--- src/rtl/core/length_framed_byte_deframer_assert.svh ---
// Assertion macros for the deframer. Every macro samples on clk and is
// held off while rst_n is low.
`ifndef LENGTH_FRAMED_BYTE_DEFRAMER_ASSERT_SVH
`define LENGTH_FRAMED_BYTE_DEFRAMER_ASSERT_SVH

`ifndef SYNTHESIS

// Condition must hold at every clock edge out of reset.
`define LDF_ASSERT_ALWAYS(label, cond) \
    label: assert property (@(posedge clk) disable iff (!rst_n) (cond)) \
        else $error("deframer invariant violated");

// Consequent must hold in the same cycle as the antecedent.
`define LDF_ASSERT_IMPLY(label, ante, cons) \
    label: assert property (@(posedge clk) disable iff (!rst_n) (ante) |-> (cons)) \
        else $error("deframer implication violated");

`else

`define LDF_ASSERT_ALWAYS(label, cond)
`define LDF_ASSERT_IMPLY(label, ante, cons)

`endif

`endif

--- src/rtl/core/ldf_pkg.sv ---
`default_nettype none

package ldf_pkg;

    localparam int BYTE_W      = 8;
    localparam int IDX_W       = 5;
    localparam int CFG_IDX_W   = 2;
    localparam int MIN_LEN     = 5;
    localparam int MAX_RESULTS = 32;
    localparam int CNT_W       = $clog2(MAX_RESULTS + 1);
    localparam int QUEUE_DEPTH = 4;
    localparam int QAW         = $clog2(QUEUE_DEPTH);

    localparam logic [BYTE_W-1:0] HEAD_RESET = 8'h5A;
    localparam logic [BYTE_W-1:0] TAIL_RESET = 8'hA5;

    // Configuration register indexes
    typedef enum logic [CFG_IDX_W-1:0] {
        REG_HEAD = 2'd0,
        REG_TAIL = 2'd1
    } cfg_reg_t;

    // Queued received byte, front to back
    typedef struct packed {
        logic              valid;
        logic [BYTE_W-1:0] data;
    } rx_xact_t;

    // One result item
    typedef struct packed {
        logic [BYTE_W-1:0] data;
        logic [IDX_W-1:0]  index;
        logic              last;
        logic              status;
    } result_t;

    // Scan engine states
    typedef enum logic [3:0] {
        ST_IDLE,
        ST_RD_HEAD,
        ST_CHK_HEAD,
        ST_CHK_LEN,
        ST_CHK_TAIL,
        ST_SUM,
        ST_CHK_SUM,
        ST_EMIT,
        ST_ERR,
        ST_DONE
    } scan_state_t;

endpackage

`default_nettype wire

--- src/rtl/core/length_framed_byte_deframer.sv ---
// Each byte waits in a 4-entry input queue, then is appended, every buffered position is scanned
// and the scan is closed; a waiting head also closes the scan.
// A complete frame of length L is checked for length, tail and checksum, then gives one result
// per cycle, or one error, while the output is not stalled.
// Results leave through one output register; a result is visible in the cycle after emission.
// Reset: head 0x5A, tail 0xA5, buffer empty, queue empty; buffer contents are not cleared.
`default_nettype none

module length_framed_byte_deframer #(
    parameter int MAX_FRAME = 32
) (
    input  wire logic                          clk,
    input  wire logic                          rst_n,
    input  wire logic                          in_valid,
    output logic                               in_stall,
    input  wire logic [ldf_pkg::BYTE_W-1:0]    rx_byte,
    output logic                               out_valid,
    input  wire logic                          out_stall,
    output logic [ldf_pkg::BYTE_W-1:0]         out_byte,
    output logic [ldf_pkg::IDX_W-1:0]          out_index,
    output logic                               out_last,
    output logic                               out_status,
    input  wire logic                          cfg_valid,
    output logic                               cfg_ready,
    input  wire logic [ldf_pkg::CFG_IDX_W-1:0] cfg_index,
    input  wire logic [ldf_pkg::BYTE_W-1:0]    cfg_data
);
    import ldf_pkg::*;

    logic [BYTE_W-1:0] head_byte;
    logic [BYTE_W-1:0] tail_byte;
    rx_xact_t          q_xact;
    logic              q_pop;
    logic              push_valid;
    result_t           push_res;
    logic              push_ready;

    // Input queue and configuration registers
    ldf_front u_front (
        .clk       (clk),
        .rst_n     (rst_n),
        .in_valid  (in_valid),
        .in_stall  (in_stall),
        .rx_byte   (rx_byte),
        .cfg_valid (cfg_valid),
        .cfg_ready (cfg_ready),
        .cfg_index (cfg_index),
        .cfg_data  (cfg_data),
        .head_byte (head_byte),
        .tail_byte (tail_byte),
        .q_out     (q_xact),
        .q_pop     (q_pop)
    );

    // Frame buffer and scan engine
    ldf_scan #(
        .MAX_FRAME (MAX_FRAME)
    ) u_scan (
        .clk        (clk),
        .rst_n      (rst_n),
        .head_byte  (head_byte),
        .tail_byte  (tail_byte),
        .q_in       (q_xact),
        .q_pop      (q_pop),
        .push_valid (push_valid),
        .push_res   (push_res),
        .push_ready (push_ready)
    );

    // Result register
    ldf_out u_out (
        .clk        (clk),
        .rst_n      (rst_n),
        .push_valid (push_valid),
        .push_res   (push_res),
        .push_ready (push_ready),
        .out_valid  (out_valid),
        .out_stall  (out_stall),
        .out_byte   (out_byte),
        .out_index  (out_index),
        .out_last   (out_last),
        .out_status (out_status)
    );

endmodule

`default_nettype wire

--- src/rtl/core/ldf_front.sv ---
`default_nettype none

module ldf_front (
    input  wire logic                          clk,
    input  wire logic                          rst_n,
    input  wire logic                          in_valid,
    output logic                               in_stall,
    input  wire logic [ldf_pkg::BYTE_W-1:0]    rx_byte,
    input  wire logic                          cfg_valid,
    output logic                               cfg_ready,
    input  wire logic [ldf_pkg::CFG_IDX_W-1:0] cfg_index,
    input  wire logic [ldf_pkg::BYTE_W-1:0]    cfg_data,
    output logic [ldf_pkg::BYTE_W-1:0]         head_byte,
    output logic [ldf_pkg::BYTE_W-1:0]         tail_byte,
    output ldf_pkg::rx_xact_t                  q_out,
    input  wire logic                          q_pop
);
    import ldf_pkg::*;

    logic [BYTE_W-1:0] head_reg;
    logic [BYTE_W-1:0] tail_reg;
    logic [BYTE_W-1:0] q_data_reg [QUEUE_DEPTH];
    logic [QAW-1:0]    wr_ptr_reg;
    logic [QAW-1:0]    rd_ptr_reg;
    logic [QAW:0]      count_reg;
    logic [QAW:0]      count_next;
    logic              push;
    logic              pop;

    // Configuration writes are always taken
    assign cfg_ready = 1'b1;
    assign head_byte = head_reg;
    assign tail_byte = tail_reg;

    always_ff @(posedge clk or negedge rst_n)
    begin
        if (!rst_n)
        begin
            head_reg <= HEAD_RESET;
            tail_reg <= TAIL_RESET;
        end
        else if (cfg_valid)
        begin
            case (cfg_index)
                REG_HEAD: head_reg <= cfg_data;
                REG_TAIL: tail_reg <= cfg_data;
                default:  ;
            endcase
        end
    end

    // Queue handshake
    assign in_stall    = (count_reg == (QAW+1)'(QUEUE_DEPTH));
    assign push        = in_valid && !in_stall;
    assign pop         = q_pop && (count_reg != '0);
    assign q_out.valid = (count_reg != '0);
    assign q_out.data  = q_data_reg[rd_ptr_reg];

    always_comb
    begin
        count_next = count_reg;
        if (push && !pop)
        begin
            count_next = count_reg + (QAW+1)'(1);
        end
        else if (pop && !push)
        begin
            count_next = count_reg - (QAW+1)'(1);
        end
    end

    // Advance queue pointers
    always_ff @(posedge clk or negedge rst_n)
    begin
        if (!rst_n)
        begin
            wr_ptr_reg <= '0;
            rd_ptr_reg <= '0;
            count_reg  <= '0;
        end
        else
        begin
            count_reg <= count_next;
            if (push)
            begin
                wr_ptr_reg <= wr_ptr_reg + QAW'(1);
            end
            if (pop)
            begin
                rd_ptr_reg <= rd_ptr_reg + QAW'(1);
            end
        end
    end

    // Hold queued bytes
    always_ff @(posedge clk)
    begin
        if (push)
        begin
            q_data_reg[wr_ptr_reg] <= rx_byte;
        end
    end

endmodule

`default_nettype wire

--- src/rtl/core/ldf_scan.sv ---
`default_nettype none

module ldf_scan #(
    parameter int MAX_FRAME = 32
) (
    input  wire logic                       clk,
    input  wire logic                       rst_n,
    input  wire logic [ldf_pkg::BYTE_W-1:0] head_byte,
    input  wire logic [ldf_pkg::BYTE_W-1:0] tail_byte,
    input  wire ldf_pkg::rx_xact_t          q_in,
    output logic                            q_pop,
    output logic                            push_valid,
    output ldf_pkg::result_t                push_res,
    input  wire logic                       push_ready
);
    import ldf_pkg::*;

    `include "length_framed_byte_deframer_assert.svh"

    localparam int AW = $clog2(MAX_FRAME);
    localparam int PW = $clog2(MAX_FRAME + 1);
    localparam int SW = PW + 1;

    scan_state_t       state_reg, state_next;
    logic [AW-1:0]     base_reg, base_next;
    logic [PW-1:0]     fill_reg, fill_next;
    logic [PW-1:0]     n_reg, n_next;
    logic [PW-1:0]     pos_reg, pos_next;
    logic [PW-1:0]     keep_reg, keep_next;
    logic [PW-1:0]     len_reg, len_next;
    logic [PW-1:0]     k_reg, k_next;
    logic [BYTE_W-1:0] sum_reg, sum_next;
    logic [CNT_W-1:0]  cnt_reg, cnt_next;
    logic [BYTE_W-1:0] rdata_reg;
    logic [BYTE_W-1:0] store_mem [MAX_FRAME];

    logic              wr_en;
    logic [AW-1:0]     wr_addr;
    logic [AW-1:0]     rd_addr;
    logic [PW-1:0]     n_start;
    logic [SW-1:0]     pos_w;
    logic [SW-1:0]     len_w;
    logic [SW-1:0]     rd_len_w;
    logic              len_bad;
    logic              room;
    logic              advance;
    logic              emit_last;

    // Map a buffer offset onto the circular store
    function automatic logic [AW-1:0] addr_of(input logic [AW-1:0] base,
                                              input logic [SW-1:0] off);
        logic [SW-1:0] sum;
        logic [SW-1:0] res;
        sum = SW'(base) + off;
        res = (sum >= SW'(MAX_FRAME)) ? (sum - SW'(MAX_FRAME)) : sum;
        return res[AW-1:0];
    endfunction

    assign n_start   = (fill_reg >= PW'(MAX_FRAME)) ? '0 : fill_reg;
    assign pos_w     = SW'(pos_reg);
    assign len_w     = SW'(len_reg);
    assign rd_len_w  = SW'(rdata_reg);
    assign len_bad   = (rdata_reg < BYTE_W'(MIN_LEN)) || (rdata_reg > BYTE_W'(MAX_FRAME));
    assign room      = (cnt_reg < CNT_W'(MAX_RESULTS));
    assign advance   = !room || push_ready;
    assign emit_last = (k_reg == (len_reg - PW'(3)));

    // Next state and datapath control
    always_comb
    begin
        state_next = state_reg;
        base_next  = base_reg;
        fill_next  = fill_reg;
        n_next     = n_reg;
        pos_next   = pos_reg;
        keep_next  = keep_reg;
        len_next   = len_reg;
        k_next     = k_reg;
        sum_next   = sum_reg;
        cnt_next   = cnt_reg;
        wr_en      = 1'b0;
        wr_addr    = addr_of(base_reg, SW'(n_start));
        rd_addr    = addr_of(base_reg, pos_w);
        q_pop      = 1'b0;
        push_valid = 1'b0;
        push_res   = '0;

        case (state_reg)
            ST_IDLE:
            begin
                // Append the next byte and restart the scan
                if (q_in.valid)
                begin
                    q_pop      = 1'b1;
                    wr_en      = 1'b1;
                    n_next     = n_start + PW'(1);
                    keep_next  = n_start + PW'(1);
                    pos_next   = '0;
                    cnt_next   = '0;
                    state_next = ST_RD_HEAD;
                end
            end

            ST_RD_HEAD:
            begin
                if (pos_reg >= n_reg)
                begin
                    state_next = ST_DONE;
                end
                else
                begin
                    rd_addr    = addr_of(base_reg, pos_w);
                    state_next = ST_CHK_HEAD;
                end
            end

            ST_CHK_HEAD:
            begin
                if (rdata_reg != head_byte)
                begin
                    pos_next   = pos_reg + PW'(1);
                    state_next = ST_RD_HEAD;
                end
                else if ((pos_w + SW'(1)) >= SW'(n_reg))
                begin
                    keep_next  = pos_reg;
                    state_next = ST_DONE;
                end
                else
                begin
                    rd_addr    = addr_of(base_reg, pos_w + SW'(1));
                    state_next = ST_CHK_LEN;
                end
            end

            ST_CHK_LEN:
            begin
                // Drop heads with an impossible length, wait on short ones
                if (len_bad)
                begin
                    pos_next   = pos_reg + PW'(1);
                    state_next = ST_RD_HEAD;
                end
                else if ((pos_w + rd_len_w) > SW'(n_reg))
                begin
                    keep_next  = pos_reg;
                    state_next = ST_DONE;
                end
                else
                begin
                    len_next   = PW'(rdata_reg);
                    rd_addr    = addr_of(base_reg, pos_w + rd_len_w - SW'(1));
                    state_next = ST_CHK_TAIL;
                end
            end

            ST_CHK_TAIL:
            begin
                if (rdata_reg != tail_byte)
                begin
                    pos_next   = pos_reg + PW'(1);
                    state_next = ST_RD_HEAD;
                end
                else
                begin
                    // Head and length bytes are known, start summing at the type byte
                    sum_next   = head_byte + BYTE_W'(len_reg);
                    k_next     = PW'(2);
                    rd_addr    = addr_of(base_reg, pos_w + SW'(2));
                    state_next = ST_SUM;
                end
            end

            ST_SUM:
            begin
                sum_next = sum_reg + rdata_reg;
                if (emit_last)
                begin
                    rd_addr    = addr_of(base_reg, pos_w + len_w - SW'(2));
                    state_next = ST_CHK_SUM;
                end
                else
                begin
                    k_next  = k_reg + PW'(1);
                    rd_addr = addr_of(base_reg, pos_w + SW'(k_reg) + SW'(1));
                end
            end

            ST_CHK_SUM:
            begin
                if (rdata_reg == sum_reg)
                begin
                    k_next     = PW'(2);
                    rd_addr    = addr_of(base_reg, pos_w + SW'(2));
                    state_next = ST_EMIT;
                end
                else
                begin
                    state_next = ST_ERR;
                end
            end

            ST_EMIT:
            begin
                // Hold the read address until the result is taken
                rd_addr         = addr_of(base_reg, pos_w + SW'(k_reg));
                push_valid      = room;
                push_res.data   = rdata_reg;
                push_res.index  = IDX_W'(k_reg - PW'(2));
                push_res.last   = emit_last;
                push_res.status = 1'b0;
                if (advance)
                begin
                    if (room)
                    begin
                        cnt_next = cnt_reg + CNT_W'(1);
                    end
                    if (emit_last)
                    begin
                        pos_next   = pos_reg + len_reg;
                        state_next = ST_RD_HEAD;
                    end
                    else
                    begin
                        k_next  = k_reg + PW'(1);
                        rd_addr = addr_of(base_reg, pos_w + SW'(k_reg) + SW'(1));
                    end
                end
            end

            ST_ERR:
            begin
                push_valid      = room;
                push_res.data   = '0;
                push_res.index  = '0;
                push_res.last   = 1'b1;
                push_res.status = 1'b1;
                if (advance)
                begin
                    if (room)
                    begin
                        cnt_next = cnt_reg + CNT_W'(1);
                    end
                    pos_next   = pos_reg + len_reg;
                    state_next = ST_RD_HEAD;
                end
            end

            ST_DONE:
            begin
                // Drop the scanned prefix
                base_next  = addr_of(base_reg, SW'(keep_reg));
                fill_next  = n_reg - keep_reg;
                state_next = ST_IDLE;
            end

            default:
            begin
                state_next = ST_IDLE;
            end
        endcase
    end

    always_ff @(posedge clk or negedge rst_n)
    begin
        if (!rst_n)
        begin
            state_reg <= ST_IDLE;
            base_reg  <= '0;
            fill_reg  <= '0;
            cnt_reg   <= '0;
        end
        else
        begin
            state_reg <= state_next;
            base_reg  <= base_next;
            fill_reg  <= fill_next;
            cnt_reg   <= cnt_next;
        end
    end

    // Scan payload registers
    always_ff @(posedge clk)
    begin
        n_reg    <= n_next;
        pos_reg  <= pos_next;
        keep_reg <= keep_next;
        len_reg  <= len_next;
        k_reg    <= k_next;
        sum_reg  <= sum_next;
    end

    // Frame buffer: one write port, one registered read port
    always_ff @(posedge clk)
    begin
        if (wr_en)
        begin
            store_mem[wr_addr] <= q_in.data;
        end
        rdata_reg <= store_mem[rd_addr];
    end

    `LDF_ASSERT_ALWAYS(a_fill_range, fill_reg < PW'(MAX_FRAME))
    `LDF_ASSERT_ALWAYS(a_base_range, base_reg < AW'(MAX_FRAME - 1) || base_reg == AW'(MAX_FRAME - 1))
    `LDF_ASSERT_ALWAYS(a_cnt_range, cnt_reg <= CNT_W'(MAX_RESULTS))
    `LDF_ASSERT_IMPLY(a_push_state, push_valid, state_reg == ST_EMIT || state_reg == ST_ERR)
    `LDF_ASSERT_IMPLY(a_pos_bound, state_reg != ST_IDLE, pos_reg <= n_reg)

endmodule

`default_nettype wire

--- src/rtl/core/ldf_out.sv ---
`default_nettype none

module ldf_out (
    input  wire logic                       clk,
    input  wire logic                       rst_n,
    input  wire logic                       push_valid,
    input  wire ldf_pkg::result_t           push_res,
    output logic                            push_ready,
    output logic                            out_valid,
    input  wire logic                       out_stall,
    output logic [ldf_pkg::BYTE_W-1:0]      out_byte,
    output logic [ldf_pkg::IDX_W-1:0]       out_index,
    output logic                            out_last,
    output logic                            out_status
);
    import ldf_pkg::*;

    logic    out_valid_reg;
    result_t res_reg;

    // Take a new result when the register is empty or being drained
    assign push_ready = !out_valid_reg || !out_stall;

    always_ff @(posedge clk or negedge rst_n)
    begin
        if (!rst_n)
        begin
            out_valid_reg <= 1'b0;
        end
        else if (push_ready)
        begin
            out_valid_reg <= push_valid;
        end
    end

    // Hold the result while stalled
    always_ff @(posedge clk)
    begin
        if (push_valid && push_ready)
        begin
            res_reg <= push_res;
        end
    end

    assign out_valid  = out_valid_reg;
    assign out_byte   = res_reg.data;
    assign out_index  = res_reg.index;
    assign out_last   = res_reg.last;
    assign out_status = res_reg.status;

endmodule

`default_nettype wire

--- config.mk ---
export PLATFORM = sky130hd
export DESIGN_NAME = length_framed_byte_deframer
export DESIGN_NICKNAME = d
export VERILOG_FILES = /design/src/rtl/core/ldf_pkg.sv /design/src/rtl/core/length_framed_byte_deframer.sv /design/src/rtl/core/ldf_front.sv /design/src/rtl/core/ldf_scan.sv /design/src/rtl/core/ldf_out.sv
export VERILOG_INCLUDE_DIRS = /design/src /design/src/rtl/core
export SDC_FILE = /design/constraint.sdc
export NUM_CORES = 1
export LEC_CHECK = 0
export BUFFER_PORTS_ARGS = -buffer_cell sky130_fd_sc_hd__buf_2
export CORE_ASPECT_RATIO = 0.7
export CORE_MARGIN = 2
export CORE_UTILIZATION = 25
export CTS_CLUSTER_SIZE = 24
export DETAILED_ROUTE_END_ITERATION = 6
export GPL_TIMING_DRIVEN = 0
export PLACE_DENSITY = 0.42
export SLEW_MARGIN = 20
export SYNTH_ARGS = -nofsm -noshare
export SYNTH_HDL_FRONTEND = slang
export SYNTH_SLANG_ARGS = --single-unit
export TNS_END_PERCENT = 30
--- constraint.sdc ---
create_clock -name clk -period 5 [get_ports clk]
set_input_delay 1.5 -clock clk [delete_from_list [all_inputs] [get_ports clk]]
set_output_delay 1.5 -clock clk [all_outputs]
set_load 0.03 [all_outputs]
# Word level (Yosys, flattened, before mapping)
# Memories as Yosys holds them, arrays and structs flattened. A register that Yosys moved wholly into a read port is not among the register bits.
# Cells that the tools add are included.
totals:
  inputBits: 23
  mem_bits_rw: 288
  n_memories: 2
  register_bits: 98
  word_cells: 212
op_classes:
  n_eq_ne: 31
  addsub: 40
  n_reduce_logical: 34
  bitwise_logic: 2
  muxes: 67
  n_lt_le_gt_ge: 16
memory_table:
  columns: ["name", "depth", "width", "read_ports", "rd_ports_with_merged_regs", "write_ports", "line_no", "source"]
  rows:
  - ["u_scan.store_mem", 32, 8, 1, 1, 1, "ldf_scan.sv:35", "logic [BYTE_W-1:0] store_mem [MAX_FRAME];"]
  - ["u_front.q_data_reg", 4, 8, 1, 0, 1, "ldf_front.sv:22", "logic [BYTE_W-1:0] q_data_reg [QUEUE_DEPTH];"]
ops:
  columns: ["operator", "count"]
  rows:
  - ["6-bit 2-to-1 mux", 19]
  - ["5-bit 2-to-1 mux", 18]
  - ["7-bit by 6-bit greater-or-equal comparator with 1-bit output (second input constant)", 9]
  - ["5-bit by 1-bit subtractor with 5-bit output (second input constant)", 9]
  - ["4-bit 2-to-1 mux", 11]
  - ["5-bit by 7-bit adder with 7-bit output", 6]
  - ["4-bit case mux with 9 select lines", 1]
  - ["6-bit case mux with 6 select lines", 1]
  - ["15-bit case mux with 2 select lines", 1]
  - ["5-bit case mux with 6 select lines", 1]
  - ["6-bit by 1-bit adder with 6-bit output (second input constant)", 4]
  - ["2-bit by 1-bit != test with 1-bit output (second input constant)", 12]
  - ["6-bit case mux with 4 select lines", 1]
  - ["5-bit by 6-bit adder with 7-bit output", 3]
  - ["6-bit case mux with 3 select lines", 1]
  - ["4-bit by 3-bit equality test with 1-bit output (second input constant)", 4]
  - ["8-bit != test", 2]
  - ["8-bit case mux with 2 select lines", 1]
  - ["6-bit by 6-bit adder with 7-bit output", 2]
  - ["6-bit case mux with 2 select lines", 1]
  - ["3-bit 2-to-1 mux", 3]
  - ["8-bit by 6-bit adder with 8-bit output", 1]
  - ["8-bit adder", 1]
  - ["4-bit by 2-bit equality test with 1-bit output (second input constant)", 2]
  - ["other kinds (46)", 76]

# Logic depth before layout (Yosys ltp)
depth:
  depth_word: 8
  depth_mapped: 20
  depth_no_buf: 17

# Hierarchy
# From an unflattened synthesis, not the netlist that was laid out.
hier_totals:
  cells_unflattened: 1970
  area_unflattened_um2: 22564.1
by_module_without_submodules:
  columns: ["module", "seq_area_each_um2", "area_each_um2", "cells_each", "instances"]
  rows:
  - ["ldf_scan", 9514.1, 19859.0, 1837, 1]
  - ["ldf_front", 1546.5, 2207.1, 114, 1]
  - ["ldf_out", 475.5, 498.0, 19, 1]

# Worst setup path after synthesis
# No wires, ideal clock.
synth_timing:
  kind: "register to register"
  start: "register u_scan.pos_reg[0]"
  end: "register u_scan.rdata_reg[5], read port of u_scan.store_mem"
  setup_time_ns: 0.087
  n_path_buf: 2
  t_required_ns: 4.913
  setup_slack_ns: 0.532
  arrival_ns: 4.381
  path_stages_with_launch: 20
  cell_sequence: "edfxtp_1 > ha_1 > fa_1 > a21oi_1 > nor2_1 > nor2_1 > xnor2_1 > ha_1 > a21o_1 > a21oi_1 > a21oi_1 > o31a_2 > o41a_1 > o31a_1 > and2_1 > buf_6 > buf_6 > o221a_1 > o41ai_1 > nor4b_2"
synth_via:
  elab_chain_cells: 8
  elab_cells_between_ends: 48
synth_rtl:
  columns: ["element", "line_no", "source"]
  rows:
  - ["start: declaration", "ldf_scan.sv:28", "logic [PW-1:0] pos_reg, pos_next;"]
  - ["start signal: assignment", "ldf_scan.sv:286", "pos_reg <= pos_next;"]
  - ["6-bit by 7-bit adder with 7-bit output / 6-bit by 6-bit adder with 7-bit output (equally long branches)", null, null]
  - ["7-bit by 1-bit subtractor with 7-bit output / 7-bit by 1-bit adder with 7-bit output (equally long branches)", "ldf_scan.sv:152, ldf_scan.sv:185, ldf_scan.sv:226", null]
  - ["5-bit by 7-bit adder with 7-bit output", "ldf_scan.sv:54", "sum = SW'(base) + off;"]
  - ["7-bit by 6-bit greater-or-equal comparator with 1-bit output / 5-bit by 1-bit subtractor with 5-bit output (equally long branches)", "ldf_scan.sv:55", "res = (sum >= SW'(MAX_FRAME)) ? (sum - SW'(MAX_FRAME)) : sum;"]
  - ["5-bit 2-to-1 mux", "ldf_scan.sv:55", null]
  - ["5-bit 2-to-1 mux, on equally long branches", "ldf_scan.sv:144, ldf_scan.sv:218", null]
  - ["5-bit 2-to-1 mux, on equally long branches", "ldf_scan.sv:139, ldf_scan.sv:212", null]
  - ["5-bit case mux with 6 select lines *", "ldf_scan.sv:88", "case (state_reg)"]
  - ["end: declaration", "ldf_scan.sv:34", "logic [BYTE_W-1:0] rdata_reg;"]
# Mark *: on every way between the ends. The rest lies on a longest branch, timed or not.
# A chain may end at the register's enable or synchronous reset.

# Final worst setup path
layout_timing:
  start: "register u_scan.pos_reg[0]"
  end: "register u_scan.rdata_reg[3], read port of u_scan.store_mem"
# Same word-level chain as after synthesis.

==> metrics.txt <==
outcome complete, no violations; FF-to-FF path depth 19; CP Launch Point u_scan.pos_reg[0]; ys async rst share 11.4%; H-Tree Depth 2; Routed Antenna Nets 0; Reg2Reg Setup Slack 0.19 ns; worst clock skew 0.0351 ns; RSZ-0062 raised after global routing true; Hold Crit Class register to register; total global routing overflow 0; HPWL after detailed placement 43500 µm; crit path to u_scan.rdata_reg[3]; post-synthesis register bit count 394; Post-synth EDFFs approximately 340; CTS tree done; final setup fails 0; Worst-path clk slew 0.07 ns; post-synthesis net count 1745; Syn Area/Cell 12.9 µm²; layout cells sized above 1 between 10% and 20%; # clock sinks 394; DR iter-0 viols 1093; Die Ht 245 µm; pin count of the biggest net entering global routing between 40 and 50; R2R Path Start u_scan.pos_reg[0]; max-slew violations 0; cell accounting for the most synthesized area edfxtp_1; Fin Setup TNS 0 ns; ys flop type edfxtp_1; CTS root buf clkbuf_16; Die ar. 0.0853 mm²; Die Wd 348 µm; core area 0.0822 mm²; Largest register FFs about 260; worst slew pin tran roughly 1.0 ns; sequential share of the synthesized area 55.6%; register area between 0.01 and 0.015 mm²; Filler Cells Inserted between 8000 and 9000; YS warnings 0; Max Cap Violations 0; multi-input logic area 0.00847 mm²; final period utilization ~96%; r2r endpoint u_scan.rdata_reg[3]; Worst Path Max Fanout 10; Hold Crit Depth 1; Routability Congestion slightly above 0.9; global-route wire length before repair 89500 µm; Non-Filler Instances 2828; Clock Tree Buf Depth 3; detailed-route wire length per cell 21.5 µm; worst hold margin between 0.5 and 0.6 ns; Area growth, synth to finish 17.1%; kind of critical path register to register; routed vias/inst 4.64; vias in the first global route 13300; clock latency at the later pin of the worst-skew pair about 0.60 ns; DRT Pass-1 Iters 5; initial antenna violation count 2; dominant cells by area after synthesis edfxtp_1, ha_1, mux2i_1; final WL 60800 µm; via count 13100; Mapped Cells 1602; port buffer count 39; Worst Path Arrival 5.28 ns; Slew HR 29.9%; share of the synthesized area in the top cell type 49.4%; Synth Cell Area 0.0207 mm²; WP data required 5.47 ns; Inst Count DP 2721; Global Route Usage Sum ~14%; Initial Util around a quarter; DRC 0; synth unique cells 101; fmax 208 MHz; FP Rows 88; crit path launch type register; min Tclk post-route 4.81 ns; Final Hold Violating Endpoints 0; crit end category register; Nets 1859; CTS Buf Count 42; IO Pins 41
==> how the worst min path moves through the flow <==
stage / startpoint / slack, ns / end
after global routing: u_front.count_reg[2] / 0.53 / u_front.count_reg[2]
after floorplan: u_scan.fill_reg[1] / 0.46 / u_scan.fill_reg[1]
after global placement: u_front.count_reg[2] / 0.49 / u_front.count_reg[2]
after CTS: u_front.count_reg[2] / 0.52 / u_front.count_reg[2]
after detailed placement: u_front.count_reg[2] / 0.51 / u_front.count_reg[2]
final: u_front.count_reg[2] / 0.51 / u_front.count_reg[2]
==> cell usage after synthesis (all sizes together) (9+ instances only) <==
library cell    n
xor2           59
mux2           21
mux2i         100
inv           148
xnor2          53
ha             99
edfxtp        341
dfrtp          37
o41ai           9
nand2b          9
o221a          32
buf            34
o211ai         10
and2           21
nor2b          11
nand3          20
fa             21
nand2         110
nand4          15
nor4           12
o21ai          42
a21oi          54
nor2          104
o22ai          18
a21o           31
clkbuf         23
o221ai         26
==> critical path: stages, from the launching register on <==
cell      delay [ns]
edfxtp_1        0.45
ha_2            0.22
fa_2            0.37
a21oi_2         0.14
nor2_1          0.06
nor2_2          0.13
xnor2_2         0.15
ha_1            0.28
a21o_1          0.19
a21oi_2         0.19
a21oi_4         0.11
o31a_4          0.33
o41a_1          0.37
o31ai_4         0.33
and2_1          0.17
buf_2           0.21
bufbuf_8        0.33
o221ai_1        0.23
a41oi_1         0.32
nor4b_2         0.09
==> routing by layer <==
metal	global-route usage, %	wire length [µm]	vias to the layer above
li1	-	-	6145
met4	2.95	979	0
met1	23.0	33100	6616
met5	0	0	-
met2	19.3	23500	301
met3	2.70	3250	67
==> stage by stage <==
step	setup WS, ns	instance area (µm²)	utilization, %
floorplan	0.532	20700	-
global placement	-1.12	22300	27.1
detailed placement	-1.12	22300	27.1
CTS	0.00299	24000	29.2
global route	-0.0809	24300	29.5
finish	0.190	24300	29.5
==> logic make-up after synthesis <==
| family | Yosys count | synth area share [%] |
|---|---|---|
| compound gates | 282 | 10.6 |
| xor+xnor | 112 | 4.73 |
| fa+ha+maj | 120 | 8.00 |
| buf+inv | 212 | 5.59 |
| flops | 394 | 55.6 |
| mux | 129 | 6.84 |
| other cells | 1 | 0.0181 |
| simple gates | 352 | 8.58 |
==> repair_timing <==
action                                  4_1_cts  5_1_grt
hold buffers                                  0        0
setup buffers                                23        9
cloned                                        0        0
endpoints found under the setup margin        8        8
resized for setup                            53       33
pin swaps                                    15       10
==> cells in the final DEF, fill, tap and decap left out, types with 11 or more instances in the layout <==
master	n
mux2_2	21
nand2_1	109
clkbuf_16	42
o21ai_0	37
a21oi_1	50
nand4_1	14
o22ai_2	11
ha_1	98
o221a_1	23
o221ai_1	22
xor2_1	59
nand3_1	18
and2_1	19
inv_1	147
nor2_1	101
edfxtp_1	341
dfrtp_1	37
xnor2_1	52
fa_1	20
buf_12	12
buf_2	44
buf_4	35
clkinv_1	11
a21o_1	30
mux2i_1	97
nor2b_1	11
clkbuf_1	24
==> cell type report <==
cell class                      instances  area share (%)
Sequential cell                       394            47.6
Multi-Input combinational cell        996            34.9
Tap cell                             1080            5.57
Clock buffer                           52            4.53
Buffer                                 62            2.62
Inverter                              149            2.32
Timing Repair Buffer                   71            1.92
Clock inverter                         23           0.572
Antenna cell                            1          0.0103
Power is not shown: default switching activity piles up to over one toggle a cycle in this logic, so the estimate is an artifact.
